### config.mk
export PLATFORM = sky130hd
export DESIGN_NAME = running_mean_std_deviation_core_flat
export DESIGN_NICKNAME = d
export VERILOG_FILES = /design/src/rtl/rmsd_pkg.sv /design/src/rtl/rmsd_ifs.sv /design/src/rtl/rmsd_serial_unit.sv /design/src/rtl/running_mean_std_deviation_core.sv /design/src/flat_wrapper.sv
export SDC_FILE = /design/constraint.sdc
export NUM_CORES = 2
export LEC_CHECK = 0
export BUFFER_PORTS_ARGS = -buffer_cell sky130_fd_sc_hd__buf_4
export CORE_MARGIN = 4
export CORE_UTILIZATION = 38
export CTS_CLUSTER_SIZE = 28
export DETAILED_ROUTE_END_ITERATION = 8
export SLEW_MARGIN = 30
export SYNTH_ARGS = -nofsm -noshare
export SYNTH_HDL_FRONTEND = slang
export SYNTH_HIERARCHICAL = 1
export SYNTH_SLANG_ARGS = --single-unit
### constraint.sdc
create_clock -name clk -period 11.2 [get_ports clk]
set_input_delay 0 -clock clk [delete_from_list [all_inputs] [get_ports clk]]
set_output_delay 0 -clock clk [all_outputs]
set_load 0.005 [all_outputs]
### src/rtl/rmsd_pkg.sv
// rmsd_pkg: shared constants, types and commands for the running mean / deviation core
// no dependencies
`timescale 1ns / 1ps

package rmsd_pkg;

	localparam int SAMPLE_BITS = 16;
	localparam int COUNT_BITS = 32;
	localparam int SUM_BITS = 48;
	localparam int SUMSQ_BITS = 64;
	localparam int OUT_BITS = 32;
	localparam int ACC_BITS = 96;
	localparam int STEP_BITS = 7;
	localparam int CFG_INDEX_BITS = 8;

	localparam logic [CFG_INDEX_BITS-1:0] CFG_CHECKPOINT_FIRST = 8'd0;
	localparam logic [CFG_INDEX_BITS-1:0] CFG_CHECKPOINT_SECOND = 8'd1;
	localparam logic [CFG_INDEX_BITS-1:0] CFG_CHECKPOINT_THIRD = 8'd2;
	localparam logic [CFG_INDEX_BITS-1:0] CFG_CHECKPOINT_FOURTH = 8'd3;

	localparam logic [OUT_BITS-1:0] CP_FIRST_RESET = 32'd1;
	localparam logic [OUT_BITS-1:0] CP_SECOND_RESET = 32'd100;
	localparam logic [OUT_BITS-1:0] CP_THIRD_RESET = 32'd1000000;
	localparam logic [OUT_BITS-1:0] CP_FOURTH_RESET = 32'd500000000;

	localparam logic [STEP_BITS-1:0] STEPS_MEAN = 7'd64;
	localparam logic [STEP_BITS-1:0] STEPS_SQUARE = 7'd48;
	localparam logic [STEP_BITS-1:0] STEPS_WIDE = 7'd96;
	localparam logic [STEP_BITS-1:0] STEPS_ROOT = 7'd32;

	typedef enum logic [1:0] {
		OP_DIV = 2'd0,
		OP_SQUARE = 2'd1,
		OP_ROOT = 2'd2
	} op_t;

	typedef struct packed {
		logic start;
		op_t op;
		logic [ACC_BITS-1:0] operand;
		logic [COUNT_BITS-1:0] divisor;
		logic [STEP_BITS-1:0] steps;
	} unit_cmd_t;

	typedef struct packed {
		logic done;
		logic [ACC_BITS-1:0] acc;
		logic [OUT_BITS-1:0] root;
	} unit_status_t;

endpackage

### src/rtl/rmsd_ifs.sv
// rmsd channel interfaces: sample input, result output, configuration write
// depends on rmsd_pkg
`timescale 1ns / 1ps

interface rmsd_sample_if;
	import rmsd_pkg::*;
	logic valid;
	logic ready;
	logic signed [SAMPLE_BITS-1:0] sample;
	modport source (output valid, output sample, input ready);
	modport sink (input valid, input sample, output ready);
endinterface

interface rmsd_result_if;
	import rmsd_pkg::*;
	logic valid;
	logic ready;
	logic signed [OUT_BITS-1:0] mean;
	logic [OUT_BITS-1:0] deviation;
	logic [OUT_BITS-1:0] samples_seen;
	logic checkpoint;
	modport source (output valid, output mean, output deviation, output samples_seen,
		output checkpoint, input ready);
	modport sink (input valid, input mean, input deviation, input samples_seen,
		input checkpoint, output ready);
endinterface

interface rmsd_cfg_if;
	import rmsd_pkg::*;
	logic valid;
	logic ready;
	logic [CFG_INDEX_BITS-1:0] index;
	logic [OUT_BITS-1:0] data;
	modport source (output valid, output index, output data, input ready);
	modport sink (input valid, input index, input data, output ready);
endinterface

### src/rtl/rmsd_serial_unit.sv
// rmsd_serial_unit: bit-serial restoring divider, shift-add squarer and integer square root
// depends on rmsd_pkg
`timescale 1ns / 1ps

module rmsd_serial_unit
	import rmsd_pkg::*;
(
	input logic clk,
	input logic arst_n,
	input unit_cmd_t cmd,
	output unit_status_t status
);

	logic [ACC_BITS-1:0] acc_q;
	logic [34:0] rem_q;
	logic [SUM_BITS-1:0] mul_q;
	logic [SUM_BITS-1:0] cand_q;
	logic [OUT_BITS-1:0] root_q;
	logic [COUNT_BITS-1:0] div_q;
	logic [STEP_BITS-1:0] cnt_q;
	op_t op_q;
	logic busy_q;
	logic done_q;

	logic [32:0] dtrial;
	logic dge;
	logic [32:0] ddiff;
	logic [34:0] rtrial;
	logic [34:0] rsub;
	logic rge;

	always_comb begin
		dtrial = {rem_q[31:0], acc_q[ACC_BITS-1]};
		dge = dtrial >= {1'b0, div_q};
		ddiff = dtrial - {1'b0, div_q};
		rtrial = {rem_q[32:0], acc_q[ACC_BITS-1:ACC_BITS-2]};
		rsub = {1'b0, root_q, 2'b01};
		rge = rtrial >= rsub;
	end

	always_ff @(posedge clk or negedge arst_n) begin
		if (!arst_n) begin
			busy_q <= 1'b0;
			done_q <= 1'b0;
			cnt_q <= '0;
			op_q <= OP_DIV;
		end else begin
			done_q <= 1'b0;
			if (cmd.start) begin
				busy_q <= 1'b1;
				cnt_q <= cmd.steps;
				op_q <= cmd.op;
			end else if (busy_q) begin
				cnt_q <= cnt_q - 1'b1;
				if (cnt_q == 7'd1) begin
					busy_q <= 1'b0;
					done_q <= 1'b1;
				end
			end
		end
	end

	always_ff @(posedge clk) begin
		if (cmd.start) begin
			rem_q <= '0;
			root_q <= '0;
			div_q <= cmd.divisor;
			mul_q <= cmd.operand[SUM_BITS-1:0];
			cand_q <= cmd.operand[SUM_BITS-1:0];
			acc_q <= (cmd.op == OP_SQUARE) ? '0 : cmd.operand;
		end else if (busy_q) begin
			unique case (op_q)
				OP_DIV: begin
					acc_q <= {acc_q[ACC_BITS-2:0], dge};
					rem_q <= {3'b000, dge ? ddiff[31:0] : dtrial[31:0]};
				end
				OP_SQUARE: begin
					acc_q <= {acc_q[ACC_BITS-2:0], 1'b0}
						+ (mul_q[SUM_BITS-1] ? {{(ACC_BITS-SUM_BITS){1'b0}}, cand_q} : '0);
					mul_q <= {mul_q[SUM_BITS-2:0], 1'b0};
				end
				OP_ROOT: begin
					acc_q <= {acc_q[ACC_BITS-3:0], 2'b00};
					rem_q <= rge ? rtrial - rsub : rtrial;
					root_q <= {root_q[OUT_BITS-2:0], rge};
				end
				default: begin
					acc_q <= acc_q;
				end
			endcase
		end
	end

	assign status.done = done_q;
	assign status.acc = acc_q;
	assign status.root = root_q;

endmodule

### src/rtl/running_mean_std_deviation_core.sv
// running_mean_std_deviation_core: running mean and sample standard deviation, Q16.16
// depends on rmsd_pkg, rmsd_ifs, rmsd_serial_unit
// steps: mean divide, square, two divides, root; only the mean for the first sample
// no sample is taken until the last result has loaded into the output registers
// reset: count, sums and result valid clear; checkpoints return to 1, 100, 1e6, 5e8
`timescale 1ns / 1ps

module running_mean_std_deviation_core
	import rmsd_pkg::*;
(
	input logic clk,
	input logic arst_n,
	rmsd_sample_if.sink sample_ch,
	rmsd_result_if.source result_ch,
	rmsd_cfg_if.sink cfg_ch
);

	typedef enum logic [7:0] {
		S_IDLE = 8'b0000_0001,
		S_ACC = 8'b0000_0010,
		S_MDIV = 8'b0000_0100,
		S_SQR = 8'b0000_1000,
		S_QDIV = 8'b0001_0000,
		S_VDIV = 8'b0010_0000,
		S_ROOT = 8'b0100_0000,
		S_DONE = 8'b1000_0000
	} state_t;

	state_t state_q;
	logic [COUNT_BITS-1:0] count_q;
	logic signed [SUM_BITS-1:0] sum_q;
	logic [SUMSQ_BITS-1:0] sumsq_q;
	logic [OUT_BITS-1:0] cp_q [4];
	logic [OUT_BITS-1:0] mean_q;
	logic [OUT_BITS-1:0] dev_q;
	logic out_valid_q;
	logic signed [OUT_BITS-1:0] out_mean_q;
	logic [OUT_BITS-1:0] out_dev_q;
	logic [OUT_BITS-1:0] out_seen_q;
	logic out_cp_q;

	unit_cmd_t cmd;
	unit_status_t status;

	logic in_xfer;
	logic signed [SAMPLE_BITS-1:0] x;
	logic [2*SAMPLE_BITS-1:0] x_sq;
	logic [SUM_BITS-1:0] mag;
	logic [SUMSQ_BITS-1:0] q_val;
	logic [SUMSQ_BITS-1:0] d_val;
	logic [SUMSQ_BITS-1:0] vs_val;
	logic [SUMSQ_BITS-1:0] mmag;
	logic [OUT_BITS-1:0] mean_val;
	logic out_load;

	rmsd_serial_unit u_unit (
		.clk(clk),
		.arst_n(arst_n),
		.cmd(cmd),
		.status(status)
	);

	assign sample_ch.ready = (state_q == S_IDLE);
	assign in_xfer = sample_ch.valid && sample_ch.ready;
	assign x = sample_ch.sample;
	assign x_sq = $unsigned((2*SAMPLE_BITS)'(x) * (2*SAMPLE_BITS)'(x));
	assign cfg_ch.ready = 1'b1;

	always_comb begin
		mag = sum_q[SUM_BITS-1] ? $unsigned(-sum_q) : $unsigned(sum_q);
		mmag = status.acc[SUMSQ_BITS-1:0];
		if (sum_q[SUM_BITS-1]) begin
			mean_val = (mmag > 64'h8000_0000) ? 32'h8000_0000 : (32'd0 - mmag[OUT_BITS-1:0]);
		end else begin
			mean_val = (mmag > 64'h7FFF_FFFF) ? 32'h7FFF_FFFF : mmag[OUT_BITS-1:0];
		end
		q_val = status.acc[SUMSQ_BITS-1:0];
		d_val = (sumsq_q > q_val) ? sumsq_q - q_val : '0;
		vs_val = (status.acc[ACC_BITS-1:SUMSQ_BITS] != '0) ? '1 : status.acc[SUMSQ_BITS-1:0];
	end

	always_comb begin
		cmd = '0;
		cmd.op = OP_DIV;
		cmd.divisor = count_q;
		unique case (state_q)
			S_ACC: begin
				cmd.start = 1'b1;
				cmd.operand = {mag, 16'h0000, 32'h0000_0000};
				cmd.steps = STEPS_MEAN;
			end
			S_MDIV: begin
				cmd.start = status.done && (count_q != 32'd1);
				cmd.op = OP_SQUARE;
				cmd.operand = {{(ACC_BITS-SUM_BITS){1'b0}}, mag};
				cmd.steps = STEPS_SQUARE;
			end
			S_SQR: begin
				cmd.start = status.done;
				cmd.operand = status.acc;
				cmd.steps = STEPS_WIDE;
			end
			S_QDIV: begin
				cmd.start = status.done;
				cmd.operand = {d_val, 32'h0000_0000};
				cmd.divisor = count_q - 1'b1;
				cmd.steps = STEPS_WIDE;
			end
			S_VDIV: begin
				cmd.start = status.done;
				cmd.op = OP_ROOT;
				cmd.operand = {vs_val, 32'h0000_0000};
				cmd.steps = STEPS_ROOT;
			end
			default: begin
				cmd.start = 1'b0;
			end
		endcase
	end

	assign out_load = (state_q == S_DONE) && (!out_valid_q || result_ch.ready);

	always_ff @(posedge clk or negedge arst_n) begin
		if (!arst_n) begin
			state_q <= S_IDLE;
			count_q <= '0;
			sum_q <= '0;
			sumsq_q <= '0;
			out_valid_q <= 1'b0;
			cp_q[0] <= CP_FIRST_RESET;
			cp_q[1] <= CP_SECOND_RESET;
			cp_q[2] <= CP_THIRD_RESET;
			cp_q[3] <= CP_FOURTH_RESET;
		end else begin
			if (cfg_ch.valid) begin
				unique case (cfg_ch.index)
					CFG_CHECKPOINT_FIRST: cp_q[0] <= cfg_ch.data;
					CFG_CHECKPOINT_SECOND: cp_q[1] <= cfg_ch.data;
					CFG_CHECKPOINT_THIRD: cp_q[2] <= cfg_ch.data;
					CFG_CHECKPOINT_FOURTH: cp_q[3] <= cfg_ch.data;
					default: begin
					end
				endcase
			end
			if (out_load) begin
				out_valid_q <= 1'b1;
			end else if (result_ch.ready) begin
				out_valid_q <= 1'b0;
			end
			unique case (state_q)
				S_IDLE: begin
					if (in_xfer) begin
						state_q <= S_ACC;
						if (count_q != '1) begin
							count_q <= count_q + 1'b1;
							sum_q <= sum_q + SUM_BITS'(x);
							sumsq_q <= sumsq_q + SUMSQ_BITS'(x_sq);
						end
					end
				end
				S_ACC: state_q <= S_MDIV;
				S_MDIV: begin
					if (status.done) begin
						state_q <= (count_q == 32'd1) ? S_DONE : S_SQR;
					end
				end
				S_SQR: if (status.done) state_q <= S_QDIV;
				S_QDIV: if (status.done) state_q <= S_VDIV;
				S_VDIV: if (status.done) state_q <= S_ROOT;
				S_ROOT: if (status.done) state_q <= S_DONE;
				S_DONE: if (out_load) state_q <= S_IDLE;
				default: state_q <= S_IDLE;
			endcase
		end
	end

	always_ff @(posedge clk) begin
		if (state_q == S_MDIV && status.done) begin
			mean_q <= mean_val;
			dev_q <= '0;
		end
		if (state_q == S_ROOT && status.done) begin
			dev_q <= status.root;
		end
		if (out_load) begin
			out_mean_q <= mean_q;
			out_dev_q <= dev_q;
			out_seen_q <= count_q;
			out_cp_q <= (count_q == cp_q[0]) || (count_q == cp_q[1])
				|| (count_q == cp_q[2]) || (count_q == cp_q[3]);
		end
	end

	assign result_ch.valid = out_valid_q;
	assign result_ch.mean = out_mean_q;
	assign result_ch.deviation = out_dev_q;
	assign result_ch.samples_seen = out_seen_q;
	assign result_ch.checkpoint = out_cp_q;

endmodule

### src/flat_wrapper.sv
// flat-port wrapper written by rule: the top's interface ports become plain ports
module running_mean_std_deviation_core_flat import rmsd_pkg::*;
  (clk, arst_n, sample_ch_valid, sample_ch_sample, sample_ch_ready, result_ch_valid, result_ch_mean, result_ch_deviation, result_ch_samples_seen, result_ch_checkpoint, result_ch_ready, cfg_ch_valid, cfg_ch_index, cfg_ch_data, cfg_ch_ready);
  rmsd_sample_if sample_ch_i ();
  rmsd_result_if result_ch_i ();
  rmsd_cfg_if cfg_ch_i ();
  input logic clk;
  input logic arst_n;
  input wire logic [$bits(sample_ch_i.valid)-1:0] sample_ch_valid;
  input wire logic [$bits(sample_ch_i.sample)-1:0] sample_ch_sample;
  output wire logic [$bits(sample_ch_i.ready)-1:0] sample_ch_ready;
  output wire logic [$bits(result_ch_i.valid)-1:0] result_ch_valid;
  output wire logic [$bits(result_ch_i.mean)-1:0] result_ch_mean;
  output wire logic [$bits(result_ch_i.deviation)-1:0] result_ch_deviation;
  output wire logic [$bits(result_ch_i.samples_seen)-1:0] result_ch_samples_seen;
  output wire logic [$bits(result_ch_i.checkpoint)-1:0] result_ch_checkpoint;
  input wire logic [$bits(result_ch_i.ready)-1:0] result_ch_ready;
  input wire logic [$bits(cfg_ch_i.valid)-1:0] cfg_ch_valid;
  input wire logic [$bits(cfg_ch_i.index)-1:0] cfg_ch_index;
  input wire logic [$bits(cfg_ch_i.data)-1:0] cfg_ch_data;
  output wire logic [$bits(cfg_ch_i.ready)-1:0] cfg_ch_ready;
  assign sample_ch_i.valid = sample_ch_valid;
  assign sample_ch_i.sample = sample_ch_sample;
  assign sample_ch_ready = sample_ch_i.ready;
  assign result_ch_valid = result_ch_i.valid;
  assign result_ch_mean = result_ch_i.mean;
  assign result_ch_deviation = result_ch_i.deviation;
  assign result_ch_samples_seen = result_ch_i.samples_seen;
  assign result_ch_checkpoint = result_ch_i.checkpoint;
  assign result_ch_i.ready = result_ch_ready;
  assign cfg_ch_i.valid = cfg_ch_valid;
  assign cfg_ch_i.index = cfg_ch_index;
  assign cfg_ch_i.data = cfg_ch_data;
  assign cfg_ch_ready = cfg_ch_i.ready;
  running_mean_std_deviation_core u_core (.clk(clk), .arst_n(arst_n), .sample_ch(sample_ch_i), .result_ch(result_ch_i), .cfg_ch(cfg_ch_i));
endmodule
# Yosys cells after proc, flatten, opt, wreduce, memory -nomap -nowiden
# Index checks and enable logic that the tools add are counted.
# word_totals
register_bits,742
# classes
addsub,11
mul,1
order_cmp,5
eq_ne,30
muxes,43
n_reduce_logical,32
# op_table
operator,n
$pmux 96 s5,1
$mux 96,3
$pmux 96 s3,1
$mux 48,5
$mux 32,7
$eq 32x32->1,4
$mux 64,2
$add 96x48->96,1
$pmux 33 s2,1
$add 64x32->64,1
$gt 64x31->1 const B,1
$gt 64x32->1 const B,1
$gt 64x64->1,1
$mux 8,8
$pmux 8 s8,1
$sub 64x64->64,1
$add 48x16->48,1
$neg 48->48,1
$ge 35x34->1,1
$ge 33x32->1,1
$mux 33,1
$sub 33x33->33,1
$add 32x1->32 const B,1
$eq 32x1->1 const B,1
other kinds (39),75

# Longest topological paths before layout
# depth
word_depth,5
ltp_mapped,37
depth_no_buf,35

# By module
# The synthesis kept the hierarchy.
# by_module_without_submodules
module,n_inst,cells_per_inst,area_per_inst_um2,seq_area_each_um2
running_mean_std_deviation_core,1,4260,39198.8,11897.7
rmsd_serial_unit,1,2523,21968.6,8303.0

# Worst setup path after synthesis
# OpenSTA, ideal clock, no wires.
# synth_timing
path_kind,input -> register
start,input sample_ch_sample[15]
end,register u_core.sumsq_q[62]
setup_time_ps,80
t_arrival_ps,7642
required_ps,11120
setup_slack_ps,3478
path_stages,34
path_cell_list,clkbuf_1 -> inv_1 -> clkbuf_1 -> nor2_1 -> fa_1 -> inv_1 -> fa_1 -> inv_1 -> fa_1 -> fa_1 -> fa_1 -> inv_1 -> fa_1 -> inv_1 -> ha_1 -> a21o_1 -> a21oi_1 -> nor2b_1 -> o21a_1 -> nor4_1 -> o21bai_1 -> xor2_1 -> ha_1 -> clkbuf_1 -> a21o_1 -> a21o_1 -> a21o_1 -> a21o_1 -> a21oi_1 -> o21a_1 -> a21oi_1 -> nand2_1 -> nor4_1 -> xnor2_1
# synth_between
elab_chain_cells,2
# synth_lines
element,line,rtl
from (decl),flat_wrapper.sv:10,input wire logic [$bits(sample_ch_i.sample)-1:0] sample_ch_sample;
$mul 16x16->32,running_mean_std_deviation_core.sv:66,assign x_sq = $unsigned((2*SAMPLE_BITS)'(x) * (2*SAMPLE_BITS)'(x));
$add 64x32->64,running_mean_std_deviation_core.sv:157,sumsq_q <= sumsq_q + SUMSQ_BITS'(x_sq);
to (signal assigned),running_mean_std_deviation_core.sv:157,
to (decl),running_mean_std_deviation_core.sv:32,logic [SUMSQ_BITS-1:0] sumsq_q;
# No other way between the ends.
# A chain may end at the register's enable or synchronous reset.

# Final worst setup path
# layout_timing
start,input sample_ch_sample[7]
end,register u_core.sumsq_q[62]
# Same word-level chain as after synthesis.

==> metrics.md <==
| Metric | Value |
|---|---|
| H-Tree Depth | 3 |
| Final setup vio count | 0 |
| Seq/Total Area, Yosys | 0.330 |
| I/O Buffers | between 150 and 200 |
| Setup ws final | 2.76 ns |
| Post-synth ARST share | 0.394 |
| Post-cts resize count | 0 |
| WL final | between 200 and 250 mm |
| Post-Layout Cell Count | between 9k and 10k |
| Clock transition at path regs | about 0.050 ns |
| First-pass iteration count of the detailed router | 6 |
| Ys flop type | edfxtp_1 |
| Die Width | 409 um |
| Max transition margin | 0.215 |
| Avg Cell Area, Syn | 9.02 um^2 |
| # IOs | between 150 and 200 |
| Clock skew | roughly 0.045 ns |
| Rows | approximately 150 |
| Die ar. | roughly 170000 um^2 |
| Tcrit/Tclk final | 0.754 |
| Slowest CP cell | nor4_1 |
| Max Slew Vio Count | 0 |
| Crit path required time | around 12 ns |
| Area occupied by multi-input gates | 37500 um^2 |
| DP Worst Slack | 2.08 ns |
| Post-DR wirelength/cell | roughly 23 um |
| Worst hold path type | input port to flop |
| Post-placement cell count | about 8.8k |
| Antenna violations before repair | 3 |
| RSZ-0062 raised after global routing | false |
| Core ar. | about 160000 um^2 |
| Root Buffer | clkbuf_16 |
| Area Growth Syn to Fin | 10.8% |
| Clock Sinks | between 700 and 800 |
| Setup bufs post-CTS | 0 |
| Total track usage | 0.237 |
| CP Data Arrival Time | around 9.1 ns |
| Reg area | around 20000 um^2 |
| DRC | 0 |
| Sum Neg Setup Slack | 0 ns |
| Max-cap violation count | 0 |
| Nets | 7467 |
| Largest net degree at the start of global routing | about 100 |
| Vias in the first global route | 51.1k |
| CTS tree | yes |
| Setup crit end kind | flop |
| Post-synth EDFFs | about 390 |
| Via density | 5.80 |
| Post-layout util | 0.426 |
| Fmax | 118 MHz |
| Cells after Synth | approximately 6.8k |
| Yosys reg bits | between 700 and 800 |
| Status | completed |
| ANT nets after route | 0 |
| Hold Buf Count CTS | between 40 and 50 |
| Effective utilization at floorplan | 0.384 |
| DP HPWL | between 150 and 200 mm |
| Fill count | about 16k |
| Routability cong. | between 1 and 1.5 |
| Inserted Clock Buffers | 81 |
| Max incr delay on CP | between 0.6 and 0.7 ns |
| Setup CP Type | input port to flop |
| Crit-path max FO | 14 |
| YS warnings | 6 |
| Ratio of cells with drive above 1 in the final layout | 0.0952 |
| Clock buffer depth | 3 |
| Die Y | 409 um |
| Final Hold Vio Count | 0 |
| First-pass GRT wire length | about 310 mm |
| Worst-Skew Late Latency | between 0.7 and 0.8 ns |
| DRT iter0 DRCs | approximately 5.2k |
| GR Overflow Total | 0 |
| Slew at the pin closest to its max-slew limit | approximately 1.2 ns |
| Synthesized area | just over 60000 um^2 |
| Synth cell types | 110 |
| Tmin final | about 8.4 ns |
| Via count | roughly 52k |
| Critical Path Start Type | input port |
layout make-up:
cell class                      instances  area share
Tap cell                             2146      0.0396
Multi-Input combinational cell       5092       0.553
Clock inverter                         36     0.00733
Sequential cell                       742       0.298
Antenna cell                            3    0.000111
Inverter                              601      0.0333
Timing Repair Buffer                  287      0.0340
Clock buffer                          113      0.0340
layer usage:
layer  global-route usage  wire length, um  up-vias  share of wire
li1                     -                -    24366              -
met3               0.0411            16400      431          0.081
met5                    0                0        -              0
met1                0.337            91600    25310           0.45
met4               0.0954             9080        0          0.045
met2                0.357            86500     2239           0.42
flip-flops by register name, summed over array words and instances, names as in the netlist, 33 cells and up:
register and flops:
u_core/u_unit/cand_q 48, u_core/sum_q 48, u_core/u_unit/rem_q 33, u_core/cp_q 128, u_core/u_unit/mul_q 48, u_core/u_unit/acc_q 96, u_core/sumsq_q 64
worst max-delay path: cells and delay by family:
kind | cells | cell delay [ns]
buffers and inverters | 8 | 1.23
adder cells (fa/ha/maj) | 8 | 3.88
XOR/XNOR | 2 | 0.29
AND/OR/NAND/NOR | 9 | 2.21
AO/OA/AOI/OAI | 6 | 1.40
per-stage QoR:
stage          instance area (um^2)  hold WS [ns]
5_1_grt                       67700        0.0787
3_3_place_gp                  64400        0.0736
2_1_floorplan                 61200        -0.296
4_1_cts                       67700       0.00322
6_report                      67700        0.0598
3_5_place_dp                  64400        0.0695
worst paths after layout:
path	startpoint	endpoint	slack, ns	depth (start not counted)
max	sample_ch_sample[7]	u_core/sumsq_q[62]$_DFFE_PN0P_	2.76	33
min reg2reg	u_core/dev_q[25]$_SDFFCE_PN0P_	u_core/result_ch.deviation[25]$_DFFE_PP_	0.41	0
max in group asynchronous	arst_n	u_core/sumsq_q[1]$_DFFE_PN0P_	8.70	5
min in group asynchronous	arst_n	u_core/u_unit/cnt_q[4]$_DFFE_PN0P_	0.51	3
max reg2reg	u_core/u_unit/acc_q[1]$_DFFE_PP_	u_core/mean_q[27]$_DFFE_PP_	5.67	11
min	sample_ch_sample[13]	u_core/sum_q[13]$_DFFE_PN0P_	0.06	4
placed cells by master (no fill, tap or decap), drive strengths merged, types with 118 or more instances in the layout:
cell / instances
a21o: 166
buf: 241
nand2: 652
nor3: 118
nand4: 139
nand3: 182
nor2: 410
fa: 241
dfrtp: 267
xnor2: 366
inv: 599
mux2: 161
xor2: 154
o21ai: 406
a21oi: 461
edfxtp: 385
ha: 360
synth_stat cells (18+ instances only):
cell type,number,area (um^2)
a31oi_1,44,275
o311ai_0,37,324
o21ai_0,393,1970
and3_1,108,676
nand2b_1,37,231
nand3b_1,24,180
fa_1,241,4820
edfxtp_1,385,11600
or2_2,18,113
a22o_1,22,193
buf_1,22,82.6
o21a_1,41,308
o211ai_1,57,428
o32ai_1,25,219
nor2_1,410,1540
o221ai_1,31,272
dfrtp_1,267,6680
or4_1,20,150
xnor2_1,366,3210
a21o_1,166,1250
mux2i_1,19,190
nor3_1,114,571
nand4_1,137,857
a221oi_1,55,482
a211oi_1,66,495
mux2_2,161,1810
nand2_1,651,2440
xor2_1,154,1350
a221o_1,20,200
o22ai_1,50,313
buf_2,24,120
dfxtp_1,65,1300
and2_1,113,707
a21oi_1,459,2300
o21bai_1,52,390
dfstp_2,25,657
o31ai_1,42,315
nor4_1,67,419
nand3_1,180,901
ha_1,360,4500
clkbuf_1,301,1130
or3_1,37,231
inv_1,596,2240
nor2b_1,46,288
logic make-up after synthesis:
logic type               after synthesis  share of synthesized area
AND/OR/NAND/NOR                     2020                      0.161
adder cells (fa/ha/maj)              601                      0.153
flip-flops                           742                      0.330
buffers and inverters                952                     0.0592
XOR/XNOR                             520                     0.0745
AO/OA/AOI/OAI                       1766                      0.190
other                                  2                   0.000123
multiplexers                         180                     0.0327
Power is not shown: default switching activity piles up to over one toggle a cycle in this logic, so the estimate is an artifact.
